--- config.mk ---
export PLATFORM = sky130hd
export DESIGN_NAME = top_k_score_table_with_pinning
export DESIGN_NICKNAME = d
export VERILOG_FILES = /design/src/rtl/core/tkst_pkg.sv /design/src/rtl/core/tkst_ram.sv /design/src/rtl/core/tkst_ctrl.sv /design/src/rtl/core/tkst_dp.sv /design/src/rtl/core/top_k_score_table_with_pinning.sv
export SDC_FILE = /design/constraint.sdc
export NUM_CORES = 1
export LEC_CHECK = 0
export ABC_AREA = 1
export BUFFER_PORTS_ARGS = -buffer_cell sky130_fd_sc_hd__buf_2
export CAP_MARGIN = 0
export CORE_ASPECT_RATIO = 1.5
export CORE_MARGIN = 4
export CORE_UTILIZATION = 45
export DETAILED_ROUTE_END_ITERATION = 7
export GPL_ROUTABILITY_DRIVEN = 1
export GPL_TIMING_DRIVEN = 0
export PLACE_DENSITY = 0.69
export SLEW_MARGIN = 5
export SYNTH_ARGS = -nofsm -noshare
export SYNTH_HDL_FRONTEND = slang
export SYNTH_SLANG_ARGS = --single-unit
--- constraint.sdc ---
create_clock -name clk -period 9.5 [get_ports clk]
set_input_delay 0.475 -clock clk [delete_from_list [all_inputs] [get_ports clk]]
set_output_delay 0.475 -clock clk [all_outputs]
set_load 0.01 [all_outputs]
--- src/rtl/core/tkst_pkg.sv ---
`default_nettype none

package tkst_pkg;

    // entry status codes
    localparam logic [2:0] ST_EMPTY     = 3'd0;
    localparam logic [2:0] ST_CANDIDATE = 3'd1;
    localparam logic [2:0] ST_PINNED    = 3'd3;
    localparam logic [2:0] ST_SEALED    = 3'd4;

    // highest score, never evicted
    localparam logic signed [15:0] SCORE_TOP = 16'sh7FFF;

    // request codes
    localparam logic REQ_INSERT  = 1'b0;
    localparam logic REQ_ARCHIVE = 1'b1;

    // register map
    localparam int ADDR_W = 3;
    localparam logic [ADDR_W-3:0] REG_MIN_SCORE = '0;

    // one stored entry
    typedef struct packed {
        logic [15:0]        id;
        logic signed [15:0] score;
        logic [2:0]         status;
    } entry_t;

    localparam int ENTRY_W = $bits(entry_t);

    // controller to datapath
    typedef struct packed {
        logic capture;
        logic scan_start;
        logic scan_run;
        logic commit;
    } cmd_t;

    // datapath to controller
    typedef struct packed {
        logic need_scan;
        logic scan_done;
    } status_t;

    // pinned and sealed entries survive archive and eviction
    function automatic logic is_kept(input logic [2:0] status);
        return (status == ST_PINNED) || (status == ST_SEALED);
    endfunction

endpackage

`default_nettype wire

--- src/rtl/core/tkst_ram.sv ---
`default_nettype none

module tkst_ram #(
    parameter int WIDTH = 35,
    parameter int DEPTH = 8
) (
    input  wire logic                                      clk,
    input  wire logic                                      we,
    input  wire logic [((DEPTH > 1) ? $clog2(DEPTH) : 1)-1:0] waddr,
    input  wire logic [WIDTH-1:0]                          wdata,
    input  wire logic                                      re,
    input  wire logic [((DEPTH > 1) ? $clog2(DEPTH) : 1)-1:0] raddr,
    output logic      [WIDTH-1:0]                          rdata
);

    logic [WIDTH-1:0] mem_reg [DEPTH];
    logic [WIDTH-1:0] rdata_reg;

    // one write port, one registered read port
    always_ff @(posedge clk)
    begin
        if (we)
        begin
            mem_reg[waddr] <= wdata;
        end
        if (re)
        begin
            rdata_reg <= mem_reg[raddr];
        end
    end

    assign rdata = rdata_reg;

endmodule

`default_nettype wire

--- src/rtl/core/tkst_ctrl.sv ---
`default_nettype none

module tkst_ctrl (
    input  wire logic               clk,
    input  wire logic               rst_n,
    input  wire logic               in_valid,
    output logic                    in_stall,
    output logic                    out_valid,
    input  wire logic               out_stall,
    input  wire tkst_pkg::status_t  status,
    output tkst_pkg::cmd_t          cmd
);

    typedef enum logic [1:0] {
        IDLE,
        DECIDE,
        SCAN,
        COMMIT
    } state_t;

    state_t state_reg;
    state_t state_next;
    logic   out_valid_reg;
    logic   out_valid_next;
    logic   out_free;

    assign out_free = !out_valid_reg || !out_stall;

    // commands and next state
    always_comb
    begin
        cmd            = '0;
        state_next     = state_reg;
        out_valid_next = out_valid_reg && out_stall;
        case (state_reg)
            IDLE:
            begin
                if (in_valid)
                begin
                    cmd.capture = 1'b1;
                    state_next  = DECIDE;
                end
            end
            DECIDE:
            begin
                if (status.need_scan)
                begin
                    cmd.scan_start = 1'b1;
                    state_next     = SCAN;
                end
                else
                begin
                    state_next = COMMIT;
                end
            end
            SCAN:
            begin
                if (status.scan_done)
                begin
                    state_next = COMMIT;
                end
                else
                begin
                    cmd.scan_run = 1'b1;
                end
            end
            COMMIT:
            begin
                // wait until the output register can take the word
                if (out_free)
                begin
                    cmd.commit     = 1'b1;
                    out_valid_next = 1'b1;
                    state_next     = IDLE;
                end
            end
            default:
            begin
                state_next = IDLE;
            end
        endcase
    end

    always_ff @(posedge clk or negedge rst_n)
    begin
        if (!rst_n)
        begin
            state_reg     <= IDLE;
            out_valid_reg <= 1'b0;
        end
        else
        begin
            state_reg     <= state_next;
            out_valid_reg <= out_valid_next;
        end
    end

    assign in_stall  = (state_reg != IDLE);
    assign out_valid = out_valid_reg;

endmodule

`default_nettype wire

--- src/rtl/core/tkst_dp.sv ---
`default_nettype none

module tkst_dp #(
    parameter int TABLE_DEPTH = 8
) (
    input  wire logic               clk,
    input  wire logic               rst_n,
    input  wire tkst_pkg::cmd_t     cmd,
    output tkst_pkg::status_t       status,
    input  wire logic signed [15:0] min_score,
    input  wire logic               req_type,
    input  wire logic [15:0]        entry_id,
    input  wire logic signed [15:0] entry_score,
    input  wire logic [2:0]         entry_status,
    output logic                    accepted,
    output logic [2:0]              slot,
    output logic [3:0]              entry_count
);

    localparam int IDX_W = (TABLE_DEPTH > 1) ? $clog2(TABLE_DEPTH) : 1;
    localparam int CNT_W = $clog2(TABLE_DEPTH + 1);
    localparam logic [CNT_W-1:0] DEPTH_CNT = CNT_W'(TABLE_DEPTH);

    // captured request
    logic                    archive_reg;
    tkst_pkg::entry_t        req_reg;

    // table fill and scan state
    logic [CNT_W-1:0]        count_reg;
    logic [CNT_W-1:0]        rd_ptr_reg;
    logic [CNT_W-1:0]        wr_ptr_reg;
    logic                    pend_valid_reg;
    logic signed [15:0]      low_score_reg;
    logic [IDX_W-1:0]        low_idx_reg;
    logic                    found_reg;

    // output word
    logic                    accepted_reg;
    logic [2:0]              slot_reg;
    logic [3:0]              entry_count_reg;

    logic                    pass_min;
    logic                    not_full;
    logic                    issue;
    tkst_pkg::entry_t        rd_entry;
    logic [tkst_pkg::ENTRY_W-1:0] rd_data;
    logic                    pack_we;
    logic                    ins_we;
    logic [IDX_W-1:0]        ins_addr;
    logic                    ram_we;
    logic [IDX_W-1:0]        ram_waddr;
    logic [tkst_pkg::ENTRY_W-1:0] ram_wdata;
    logic                    better;
    logic [CNT_W-1:0]        count_next;

    assign pass_min = ($signed(req_reg.score) >= $signed(min_score));
    assign not_full = (count_reg < DEPTH_CNT);
    assign issue    = cmd.scan_run && (rd_ptr_reg < count_reg);
    assign rd_entry = tkst_pkg::entry_t'(rd_data);

    assign status.need_scan = archive_reg || (pass_min && !not_full);
    assign status.scan_done = !pend_valid_reg && (rd_ptr_reg >= count_reg);

    // compaction write of a kept entry
    assign pack_we = cmd.scan_run && pend_valid_reg && archive_reg
                     && tkst_pkg::is_kept(rd_entry.status);

    // insert write: append, or replace the lowest evictable entry
    assign better   = found_reg && ($signed(req_reg.score) > $signed(low_score_reg));
    assign ins_we   = cmd.commit && !archive_reg && pass_min && (not_full || better);
    assign ins_addr = not_full ? count_reg[IDX_W-1:0] : low_idx_reg;

    assign ram_we    = pack_we || ins_we;
    assign ram_waddr = pack_we ? wr_ptr_reg[IDX_W-1:0] : ins_addr;
    assign ram_wdata = pack_we ? rd_data : req_reg;

    always_comb
    begin
        if (archive_reg)
        begin
            count_next = wr_ptr_reg;
        end
        else if (ins_we && not_full)
        begin
            count_next = count_reg + CNT_W'(1);
        end
        else
        begin
            count_next = count_reg;
        end
    end

    tkst_ram #(
        .WIDTH (tkst_pkg::ENTRY_W),
        .DEPTH (TABLE_DEPTH)
    ) u_table (
        .clk   (clk),
        .we    (ram_we),
        .waddr (ram_waddr),
        .wdata (ram_wdata),
        .re    (issue),
        .raddr (rd_ptr_reg[IDX_W-1:0]),
        .rdata (rd_data)
    );

    // request capture, empty status becomes candidate
    always_ff @(posedge clk)
    begin
        if (cmd.capture)
        begin
            archive_reg  <= (req_type == tkst_pkg::REQ_ARCHIVE);
            req_reg.id    <= entry_id;
            req_reg.score <= entry_score;
            if (entry_status == tkst_pkg::ST_EMPTY)
            begin
                req_reg.status <= tkst_pkg::ST_CANDIDATE;
            end
            else
            begin
                req_reg.status <= entry_status;
            end
        end
    end

    // serial walk over the table, one read issued per cycle
    always_ff @(posedge clk or negedge rst_n)
    begin
        if (!rst_n)
        begin
            count_reg      <= '0;
            rd_ptr_reg     <= '0;
            wr_ptr_reg     <= '0;
            pend_valid_reg <= 1'b0;
            found_reg      <= 1'b0;
        end
        else
        begin
            if (cmd.scan_start)
            begin
                rd_ptr_reg     <= '0;
                wr_ptr_reg     <= '0;
                pend_valid_reg <= 1'b0;
                found_reg      <= 1'b0;
            end
            else if (cmd.scan_run)
            begin
                pend_valid_reg <= issue;
                if (issue)
                begin
                    rd_ptr_reg <= rd_ptr_reg + CNT_W'(1);
                end
                if (pack_we)
                begin
                    wr_ptr_reg <= wr_ptr_reg + CNT_W'(1);
                end
                if (pend_valid_reg && !archive_reg
                    && !tkst_pkg::is_kept(rd_entry.status)
                    && ($signed(rd_entry.score) < $signed(low_score_reg)))
                begin
                    found_reg <= 1'b1;
                end
            end
            if (cmd.commit)
            begin
                count_reg <= count_next;
            end
        end
    end

    // lowest evictable score, earliest index wins ties
    always_ff @(posedge clk)
    begin
        if (cmd.scan_start)
        begin
            low_score_reg <= tkst_pkg::SCORE_TOP;
            low_idx_reg   <= '0;
        end
        else if (cmd.scan_run && pend_valid_reg && !archive_reg
                 && !tkst_pkg::is_kept(rd_entry.status)
                 && ($signed(rd_entry.score) < $signed(low_score_reg)))
        begin
            low_score_reg <= rd_entry.score;
            low_idx_reg   <= IDX_W'(rd_ptr_reg - CNT_W'(1));
        end
    end

    // output word
    always_ff @(posedge clk)
    begin
        if (cmd.commit)
        begin
            accepted_reg    <= archive_reg || ins_we;
            slot_reg        <= ins_we ? 3'(ins_addr) : 3'd0;
            entry_count_reg <= 4'(count_next);
        end
    end

    assign accepted    = accepted_reg;
    assign slot        = slot_reg;
    assign entry_count = entry_count_reg;

endmodule

`default_nettype wire

--- src/rtl/core/top_k_score_table_with_pinning.sv ---
// flow: an append, or an insert below min_score, goes from DECIDE straight to COMMIT;
// an insert into a full table and an archive first run the serial walk through the
// single-read-port table ram, which reads every stored entry
// throughput: one request at a time; the next word is accepted only after the last
// is committed, which waits while a stalled result still holds the output register
// reset: table empty, min_score 0, no output word pending; no clearing pass
`default_nettype none

module top_k_score_table_with_pinning #(
    parameter int TABLE_DEPTH = 8
) (
    input  wire logic                          clk,
    input  wire logic                          rst_n,
    // configuration port
    input  wire logic                          psel,
    input  wire logic                          penable,
    input  wire logic                          pwrite,
    input  wire logic [tkst_pkg::ADDR_W-1:0]   paddr,
    input  wire logic [31:0]                   pwdata,
    output logic      [31:0]                   prdata,
    output logic                               pready,
    // request channel
    input  wire logic                          in_valid,
    output logic                               in_stall,
    input  wire logic                          req_type,
    input  wire logic [15:0]                   entry_id,
    input  wire logic signed [15:0]            entry_score,
    input  wire logic [2:0]                    entry_status,
    // result channel
    output logic                               out_valid,
    input  wire logic                          out_stall,
    output logic                               accepted,
    output logic [2:0]                         slot,
    output logic [3:0]                         entry_count
);

    logic signed [15:0]  min_score_reg;
    logic                cfg_sel;
    tkst_pkg::cmd_t      cmd;
    tkst_pkg::status_t   status;

    // register file
    assign pready  = 1'b1;
    assign cfg_sel = (paddr[tkst_pkg::ADDR_W-1:2] == tkst_pkg::REG_MIN_SCORE);

    always_ff @(posedge clk or negedge rst_n)
    begin
        if (!rst_n)
        begin
            min_score_reg <= '0;
        end
        else if (psel && penable && pwrite && pready && cfg_sel)
        begin
            min_score_reg <= pwdata[15:0];
        end
    end

    assign prdata = cfg_sel ? {{16{min_score_reg[15]}}, min_score_reg} : 32'd0;

    tkst_ctrl u_ctrl (
        .clk       (clk),
        .rst_n     (rst_n),
        .in_valid  (in_valid),
        .in_stall  (in_stall),
        .out_valid (out_valid),
        .out_stall (out_stall),
        .status    (status),
        .cmd       (cmd)
    );

    tkst_dp #(
        .TABLE_DEPTH (TABLE_DEPTH)
    ) u_dp (
        .clk          (clk),
        .rst_n        (rst_n),
        .cmd          (cmd),
        .status       (status),
        .min_score    (min_score_reg),
        .req_type     (req_type),
        .entry_id     (entry_id),
        .entry_score  (entry_score),
        .entry_status (entry_status),
        .accepted     (accepted),
        .slot         (slot),
        .entry_count  (entry_count)
    );

    // a request in work blocks the next one
    assert property (@(posedge clk) disable iff (!rst_n)
        (in_valid && !in_stall) |=> in_stall)
        else $error("request accepted while another is in work");

    // a result is committed only into a free output register
    assert property (@(posedge clk) disable iff (!rst_n)
        cmd.commit |-> !(out_valid && out_stall))
        else $error("result committed over a pending output word");

    // a rejected insert reports slot zero
    assert property (@(posedge clk) disable iff (!rst_n)
        (out_valid && !accepted) |-> (slot == 3'd0))
        else $error("rejected request with nonzero slot");

endmodule

`default_nettype wire

==> results of run 1 <==
layout by cell type, fill, tap and decap left out, types with 3 or more instances in the layout:
cell type and instances:
clkinv_2 6, xor2_1 4, nor2_1 185, o21ai_2 3, nand4_1 25, buf_2 90, o21bai_1 3, clkbuf_16 23
dfxtp_1 19, buf_4 17, edfxtp_1 199, inv_2 3, buf_6 9, dfrtp_1 33, nand3_2 11, inv_1 87
a21oi_1 38, a21oi_2 9, nor3_1 3, o22ai_1 20, clkinv_1 3, o21ai_0 89, ha_1 60, clkinvlp_4 4
nand2_1 171, a31oi_1 21, nand3_1 32, nand2_2 8, clkbuf_1 45, buf_8 3
synthesized netlist by cell type (all sizes together), types with 3 or more instances:
| cell type | count |
|---|---|
| nand4 | 26 |
| a31oi | 21 |
| nand3 | 44 |
| inv | 90 |
| nor3 | 4 |
| nor2 | 187 |
| buf | 27 |
| dfrtp | 33 |
| clkbuf | 42 |
| xor2 | 4 |
| ha | 60 |
| nand2 | 179 |
| edfxtp | 199 |
| o22ai | 20 |
| a21oi | 47 |
| o21bai | 3 |
| o21ai | 94 |
| dfxtp | 19 |
power groups by stage:
stage	sequential [uW]	clock [uW]	combinational, uW
2_1_floorplan	1520	0	831
3_3_place_gp	1540	0	1120
3_5_place_dp	1540	0	1180
4_1_cts	1520	879	1180
5_1_grt	1540	928	1360
6_report	1520	866	1170
path summary, 6_finish.rpt:
path | start | to | slack, ps
min reg2reg | u_dp.low_score_reg[7] | u_dp.low_score_reg[7] | 460
max | u_dp.rd_ptr_reg[0] | u_dp.rd_ptr_reg[1] | 6130
max in group asynchronous | rst_n | u_dp.rd_ptr_reg[2] | 8920
min | rst_n | u_dp.wr_ptr_reg[2] | 60
max reg2reg | u_dp.rd_ptr_reg[0] | u_dp.rd_ptr_reg[1] | 6130
min in group clk | entry_score[11] | u_dp.req_reg[14] | 140
layout make-up:
type | instances | area (um^2)
fill | 2207 | 12000
sequential | 251 | 7180
multi-input combinational | 701 | 3800
clock buffer | 26 | 587
timing repair buffer | 93 | 529
tap | 328 | 410
buffer | 69 | 357
inverter | 91 | 342
clock inverter | 13 | 97.6
metal layers:
metal / vias to the layer above / global-route usage, %
li1: 4035 / -
met1: 3858 / 19.8
met2: 213 / 35.2
met3: 43 / 2.43
met4: 0 / 5.63
met5: - / 0
logic make-up (layout without fill, tap and decap cells):
kind of cell             after synthesis  after routing
adder cells (fa/ha/maj)               60             60
AO/OA/AOI/OAI                        189            189
flip-flops                           251            251
other                                  1              1
buffers and inverters                160            292
AND/OR/NAND/NOR                      446            446
XOR/XNOR                               5              5
per-stage QoR:
stage               instance area (um^2)  total power, uW  cells
global placement                   12500             2670   1524
floorplan                          11600             2350   1112
global route                       13300             3830   1572
detailed placement                 12600             2720   1533
finish                             13300             3560   1572
CTS                                13300             3590   1572
worst reg2reg max path, stage by stage (launching register included):
cell and delay, ps:
dfrtp_1 390, buf_2 180, inv_1 150, clkbuf_1 400, clkbuf_1 610, ha_1 360
nand3_1 90, nand2_1 80, a21oi_2 420, buf_6 270, inv_1 70, nand2_2 70
inv_2 30, nand2_1 90, o21ai_2 60
==> impl_results.md, run 1 <==
- Synth Area in XOR/XNOR: 0.376%
- Hold slack: 55.5 ps
- Top-area cell type share of the netlist area: 51.3%
- Post-synthesis adder-cell area fraction: around 6.4%
- Initial DRC Count: 615
- Mux share of post-synthesis cell area: 0%
- Syn Nets: 1,250
- Core ar.: ~25,000 um^2
- Sw frac: 36.0%
- Total iterations of the first detailed-routing run: 5
- Root Driver: clkbuf_16
- Critical-path cell list: buf_2 > inv_1 > clkbuf_1 > clkbuf_1 > ha_1 > nand3_1 > nand2_1 > a21oi_2 > buf_6 > inv_1 > nand2_2 > inv_2 > nand2_1 > o21ai_2
- Cell Area, Synth: 11,600 um^2
- Uppermost layer routed: met4
- Worst vdd ir: 0.151 mV
- TritonCTS buffer count: 23
- Max FFs per register: between 150 and 200
- Post CTS Setup Buffer Count: 0
- Clk_skew: 15.0 ps
- Post-layout util: 52.5%
- Die Height: 205 um
- Synthesized area per cell: 10.5 um^2
- Comb power frac: between 30% and 40%
- CP delay by family, top: buffers and inverters
- Vias per cell: a little over 5
- Area Overhead vs Synth: 14.2%
- Die X: 139 um
- CTS tree: done
- Psw: 1280 uW
- WP data required: 9890 ps
- Dpl ws: 6140 ps
- Sequential fraction of the synthesis area: around 62%
- Final Max Tran Viols: 0
- Initial core utilization: around 46%
- Compound-cell area share of the yosys netlist: 8.81%
- Die area: 28,600 um^2
- Async SR Flop Fraction: 13.1%
- Clk network pwr share: 24.3%
- First-pass GRT wire length: 41.6 mm
- Post-synthesis simple-gate area fraction: approximately 17%
- Crit path max fanout: 17
- Largest cells by area after synthesis: edfxtp_1 51%, dfrtp_1 7.1%, ha_1 6.4%
- Crit-path slowest cell: clkbuf_1
- Antenna diodes: 0
- Critical Path Start Type: flip-flop
- Final GP Congestion: around 0.86
- Fin nets: about 1,400
- Final wirelength: 25.9 mm
- Setup Total Neg Slack: 0 ps
- I/O pin total: 121
- Vias in the first global route: 8,248
- Worst setup EP type: flip-flop
- Commonest register cell after synthesis: edfxtp_1
- Max cap viols: 0
- Worst path max stage delay: 600 ps
- CP Buf/Inv Count: 7
- F_max: 297 MHz
- Latest clock arrival within the worst-skew pair: ~510 ps
- Synth warn: 0
- Cell leakage power: 0.00560 uW
- Post-synth EDFFs: 199
- Total gr overflow: 0
- H-tree levels: 1
- Met2 wire length: 14.0 mm
- Antenna-violating nets left: 0
- Slew margin rel.: approximately a third
- DR WL met3: 1.14 mm
- Critical path class: flip-flop to flip-flop
- Gr usage total: 18.0%
- Dominant cell type by area after synthesis: edfxtp_1
- Largest family of logic cells by synthesized area: simple AND/OR/NAND/NOR gates
- Num rows: 71
- Via count: 8,149
- Drt drc: 0
- Cts hold-fix bufs: 0
- Power Dens Cells: 268 nW/um^2
- Initial antenna violation count: 0
- Pint: roughly 2300 uW
- Reg power frac: about 43%
- Layout cells sized above 1: 15.5%
- Status: completed
- RSZ-0062 raised after global routing: false
- CTS max path bufs: 3
- CTS resizes: 0
- CTS clk-pin slew, worst paths: 70 ps
- Cells after Synth: between 1,000 and 1,500
- Min Tclk post-route: 3370 ps
- Worst Reg-to-Reg Cells: 14
- Crit share post-route: a little over a third
- CP arrival: between 3000 and 4000 ps
- Post-DP HPWL: 19.2 mm
- Final setup viols: 0
- Actual slew at the worst max-slew pin: 999 ps
- Largest net degree at the start of global routing: 34
- Hold Fails Final Rpt: 0
- Worst min path class: primary input to asynchronous set/reset pin
- Flops & latches, synth: 251
- # port buffers: 84
- CTS Sinks: 251
- Critical path depth: 14
- Met1 WL: 10.1 mm
- Setup ws final: between 6000 and 7000 ps
- Wire per inst: between 15 and 20 um
- Unique masters post-synth: 43
(Power assumes the default switching activity.)
==> run 2: changes to the inputs <==
--- a/config.mk
+++ b/config.mk
@@ -14,7 +14,7 @@
 export DETAILED_ROUTE_END_ITERATION = 7
 export GPL_ROUTABILITY_DRIVEN = 1
 export GPL_TIMING_DRIVEN = 0
-export PLACE_DENSITY = 0.69
+export PLACE_DENSITY = 0.71
 export SLEW_MARGIN = 5
 export SYNTH_ARGS = -nofsm -noshare
 export SYNTH_HDL_FRONTEND = slang
==> constraint.sdc (replaced) <==
create_clock -name clk -period 3.06 [get_ports clk]
set_input_delay 0.153 -clock clk [delete_from_list [all_inputs] [get_ports clk]]
set_output_delay 0.153 -clock clk [all_outputs]
set_load 0.01 [all_outputs]
==> run 2 against run 1 <==
Net effect: combinational power rose to 3.3 times the previous value; final cell count rose by 3.5%; clock power rose to 3.3 times the previous value; setup slack got worse by 5900 ps; global-route usage rose by 0.43 points; critical path depth fell by 2; sequential share of layout area fell by 2.7 points; wire length rose by 4.4%; final area rose by 5.3%; clock skew rose by 2.1 ps; first-iteration DRC count fell by 19%; largest cell class unchanged; maximum frequency rose by 18%.
==> impl_results.md, run 2 (synthesis results as in run 1) <==
- CP arrival: 3070 ps
- Initial DRC Count: 499
- CTS Sinks: around 250
- Setup ws final: between 150 and 200 ps
- Gr usage total: 18.4%
- Min Tclk post-route: 2860 ps
- Hold path depth: 4
- Initial antenna violation count: 0
- Crit share post-route: 93.6%
- First-pass GRT wire length: about 43 mm
- RSZ-0062 raised after global routing: false
- Via count: 8,406
- Die area: 28,600 um^2
- WP data required: 3270 ps
- Slew margin rel.: 31.8%
- Worst Reg-to-Reg Cells: 12
- Worst vdd ir: 0.453 mV
- Fin nets: 1,424
- Layout cells sized above 1: 16.7%
- H-tree levels: 1
- Most frequent cells in the layout: 199 x edfxtp_1, 184 x nor2_1, 169 x nand2_1
- Antenna-violating nets left: 0
- Worst R2R End: u_dp.u_table.mem_reg[2][11]
- Hold Fails Final Rpt: 0
- Reg2Reg Launch Point: u_ctrl.state_reg[0]
- Final Max Tran Viols: 0
- Cell leakage power: approximately 0.006 uW
- R2R Setup Slk: 200 ps
- Die Height: 205 um
- CTS max path bufs: 3
- Power Dens Cells: 818 nW/um^2
- Worst min path class: primary input to flip-flop
- Final GP Congestion: 0.877
- Worst setup EP type: flip-flop
- CTS clk-pin slew, worst paths: 70 ps
- Root Driver: clkbuf_16
- Worst Hold Launch: pwrite
- Num rows: 71
- Post-DP HPWL: 19.1 mm
- Final wirelength: around 27 mm
- Worst path max stage delay: roughly 430 ps
- Setup Total Neg Slack: 0 ps
- Vias in the first global route: ~8,300
- Wire per inst: 16.6 um
- TritonCTS buffer count: 23
- Vias per cell: approximately 5.2
- Latest clock arrival within the worst-skew pair: 510 ps
- CP Buf/Inv Count: 5
- Actual slew at the worst max-slew pin: approximately 1000 ps
- Die X: 139 um
- Status: completed
- Critical Path Start Type: flip-flop
- Dpl ws: -901 ps
- Total iterations of the first detailed-routing run: 5
- Core ar.: 25,300 um^2
- Max FFs per register: 152
- Crit-path slowest cell: dfrtp_1
- Max cap viols: 0
- CP delay by family, top: buffers and inverters
- Hold Path End: min_score_reg[12]
- Crit path max fanout: 15
- # port buffers: between 80 and 90
- Critical-path cell list: inv_1 > ha_1 > nand2_2 > nor3_4 > inv_2 > buf_2 > nand2_1 > o21ai_2 > clkinv_1 > nand3_1 > a21oi_4 > buf_8
- Drt drc: 0
- I/O pin total: 121
- CTS tree: done
- Clk_skew: 17.1 ps
- Largest net degree at the start of global routing: 34
- Post-layout util: approximately 55%
- Area Overhead vs Synth: 20.2%
- Critical path class: flip-flop to flip-flop
- Commonest non-fill, non-tap cell in the layout: edfxtp_1
- Antenna diodes: 0
- F_max: 349 MHz
- Total gr overflow: 0
- Initial core utilization: between 40% and 50%
- Final setup viols: 0
==> run 2: cell types whose count changed in the layout (fill, tap and decap cells not counted), moves of 4 or more <==
| cell | before | now |
|---|---|---|
| a21oi_2 | 9 | 1 |
| buf_6 | 9 | 5 |
| buf_4 | 17 | 35 |
| a21oi_4 | 0 | 10 |
| dlygate4sd3_1 | 0 | 38 |
==> run 2: repair_timing <==
action / 4_1_cts / 5_1_grt
pin swaps: 2 / 5
cloned: 1 / 0
hold endpoints to repair: 70 / 0
hold buffers: 38 / 0
setup buffers: 1 / 18
gates resized for setup: 8 / 17
setup endpoints to repair: 131 / 143
==> run 2: how the worst max path moves through the flow <==
stage / end / depth (start not counted) / slack [ps] / startpoint
CTS: u_dp.u_table.mem_reg[3][9] / 15 / -40 / u_dp.req_reg[14]
finish: u_dp.u_table.mem_reg[2][11] / 12 / 200 / u_ctrl.state_reg[0]
floorplan: u_dp.u_table.mem_reg[2][0] / 14 / -40 / u_dp.req_reg[18]
detailed placement: u_dp.rd_ptr_reg[3] / 14 / -900 / u_dp.rd_ptr_reg[0]
global placement: u_dp.u_table.mem_reg[7][11] / 12 / -1260 / u_dp.req_reg[14]
global route: u_dp.u_table.mem_reg[3][9] / 12 / 20 / u_ctrl.state_reg[0]
==> run 2: stage by stage <==
step	power, uW	cell area [um^2]	hold WS (ps)	instances
CTS	11400	13800	123	1610
global route	12200	14000	148	1627
detailed placement	8430	12600	285	1532
floorplan	7300	11600	-143	1112
finish	11400	14000	140	1627
global placement	8260	12500	281	1524
==> run 2: area by class of cell <==
type | instances | area (um^2)
fill | 2069 | 11300
sequential | 251 | 7180
multi-input combinational | 702 | 3920
buffer | 68 | 355
clock buffer | 29 | 598
tap | 328 | 410
clock inverter | 9 | 124
inverter | 91 | 342
timing repair buffer | 149 | 1070
==> run 2: where the power goes <==
part / switching [uW] / internal [uW]
Clock: 1200 / 1630
Sequential: 317 / 4420
Combinational: 2580 / 1300
==> run 2: routing by layer <==
layer  share of wire, %  track usage [%]  wire (um)
met4                2.8             5.59        767
met1                 37             20.0      10100
met2                 55             36.6      14900
met3                4.8             2.27       1310
met5                  0                0          0
==> run 2: worst min-delay path, stage by stage <==
cell     delay, ps
buf_2           90
nand4_1        170
nor2_1          70
a21oi_1        110
==> run 3: changes to the inputs <==
--- a/config.mk
+++ b/config.mk
@@ -15,6 +15,7 @@
 export GPL_ROUTABILITY_DRIVEN = 1
 export GPL_TIMING_DRIVEN = 0
 export PLACE_DENSITY = 0.71
+export RECOVER_POWER = 100
 export SLEW_MARGIN = 5
 export SYNTH_ARGS = -nofsm -noshare
 export SYNTH_HDL_FRONTEND = slang
==> run 3 against run 2 <==
Net effect: the flow now finishes with violations (capacitance limit, slew limit); sequential power about the same; global-route usage is the same; register-to-register slack about the same; via count barely moved; final area shrank 0.53%; first-iteration DRC count rose by 15%; largest power group unchanged; maximum frequency fell by 0.23%; critical path depth shrank 1; setup slack lost 6.7 ps; combinational power is 1% lower; highest routed layer unchanged; clock-buffer cell count unchanged; non-clock buffer count unchanged.
==> impl_results.md, run 3 (synthesis results as in run 1) <==
- Total iterations of the first detailed-routing run: 5
- Final wirelength: 27.0 mm
- Worst Reg-to-Reg Cells: 11
- Cell leakage power: 0.00576 uW
- Worst setup endpoint: u_dp.u_table.mem_reg[7][11]
- Worst vdd ir: between 0.4 and 0.5 mV
- Min Tclk post-route: ~2900 ps
- F_max: between 300 and 400 MHz
- Critical Path Start Type: flip-flop
- Vias in the first global route: 8,329
- Antenna-violating nets left: 0
- Drt drc: 0
- Hold slack: 139 ps
- Crit path max fanout: 14
- R2R Setup Slk: 190 ps
- First-pass GRT wire length: about 43 mm
- Wire per inst: 16.6 um
- Worst min path class: primary input to flip-flop
- Antenna diodes: 0
- Gr usage total: 18.4%
- Critical path class: flip-flop to flip-flop
- Status: finished, violations left
- Placed cells: ~1,500
- Largest net degree at the start of global routing: 34
- Die area: 28,600 um^2
- Via count: 8,413
- Vias per cell: 5.17
- Commonest non-fill, non-tap cell in the layout: edfxtp_1
- Area Overhead vs Synth: 19.6%
- Final Max Tran Viols: 34
- Max FFs per register: between 150 and 200
- Hold Fails Final Rpt: 0
- RSZ-0062 raised after global routing: false
- Post-DP HPWL: 19.1 mm
- Initial DRC Count: 576
- Max cap viols: 1
- Initial antenna violation count: 0
- Failing checks: capacitance limit, slew limit
- CP arrival: approximately 3100 ps
- Hold path depth: 4
- Layout cells sized above 1: 12.9%
- Final setup viols: 0
- Die Height: 205 um
- Most frequent cells in the layout: 199 x edfxtp_1, 184 x nor2_1, 172 x nand2_1
- WP data required: 3270 ps
- CTS tree: done
- Reg2Reg Launch Point: u_dp.req_reg[18]
- Slew margin rel.: -28.3%
- Power Dens Cells: 818 nW/um^2
- Setup Total Neg Slack: 0 ps
- Latest clock arrival within the worst-skew pair: 500 ps
- Fin nets: 1,424
- Core ar.: around 25,000 um^2
- TritonCTS buffer count: 23
- # port buffers: 84
- Final GP Congestion: around 0.9
- Num rows: 71
- Worst setup EP type: flip-flop
- CTS clk-pin slew, worst paths: 70 ps
- Root Driver: clkbuf_16
- Actual slew at the worst max-slew pin: 1920 ps
- Total gr overflow: 0
- CTS max path bufs: 3
- Clk_skew: 9.89 ps
- CP startpoint: u_dp.req_reg[18]
- Crit share post-route: 93.8%
- Worst R2R End: u_dp.u_table.mem_reg[7][11]
- Die X: roughly 140 um
- Finished Layout Cells: 1,627
- Fill count: 2,104
- H-tree levels: 1
- I/O pin total: 121
- CTS Sinks: 251
- Initial core utilization: roughly 46%
[run 3: cell count changes in the layout (fill, tap and decap cells not counted), sizes merged]
cell    previous run  this run
buf              138        86
clkbuf            70       122
[run 3: through the flow]
stage / worst slack (ps) / area, um^2 / power, uW / util, %
2_1_floorplan: -40.5 / 11600 / 7300 / -
3_3_place_gp: -1260 / 12500 / 8260 / 49.3
3_5_place_dp: -901 / 12600 / 8430 / 49.8
4_1_cts: -37.5 / 13800 / 11400 / 54.5
5_1_grt: 18.0 / 13900 / 12100 / 55.0
6_report: 190 / 13900 / 11400 / 55.0
[run 3: what timing repair did]
item / 4_1_cts / 5_1_grt
endpoints found under the hold margin: 70 / 0
endpoints found under the setup margin: 131 / 143
hold buffers: 38 / 0
gates cloned: 1 / 0
buffers inserted: 1 / 18
gates resized for setup: 8 / 17
pin swaps: 2 / 5
[run 3: report_power, final]
part | switching (uW) | internal [uW] | total [uW]
Clock | 1190 | 1630 | 2830
Combinational | 2570 | 1260 | 3830
Sequential | 318 | 4420 | 4740
Total | 4080 | 7310 | 11400
[run 3: layout make-up]
cell class | count | area, um^2 | area share, %
well taps | 328 | 410 | 2.95
clock inverters | 9 | 124 | 0.889
multi-input cells | 702 | 3900 | 28.0
flip-flops and latches | 251 | 7180 | 51.6
plain buffers | 68 | 352 | 2.52
inverters | 91 | 342 | 2.45
repair buffers | 149 | 1020 | 7.36
clock buffers | 29 | 598 | 4.29
[run 3: worst min-delay path by stage]
stage,from,endpoint,slack [ps]
after floorplan,rst_n,min_score_reg[0],-140
after global placement,rst_n,u_dp.count_reg[1],280
final,pwrite,min_score_reg[13],140
after CTS,pwrite,min_score_reg[13],120
after detailed placement,rst_n,u_dp.count_reg[1],280
after global routing,pwrite,min_score_reg[12],150
[run 3: worst max-delay path: stages, from the launching register on]
cell and delay (ps):
edfxtp_1 450, ha_1 360, nand4_1 150, nor3b_2 310, nand2_1 130, nand3_1 80
nand3_1 160, nand2_1 130, nand2_2 110, buf_6 190, a21oi_4 260, buf_8 210
[run 3: metal layers]
| metal | part of all wire [%] | vias to the layer above | GRT usage, % | routed length (um) |
|---|---|---|---|---|
| li1 | - | 4143 | - | - |
| met1 | 37 | 3994 | 20.0 | 10100 |
| met2 | 55 | 222 | 36.6 | 14900 |
| met3 | 4.8 | 54 | 2.27 | 1290 |
| met4 | 2.7 | 0 | 5.59 | 728 |
| met5 | 0 | - | 0 | 0 |
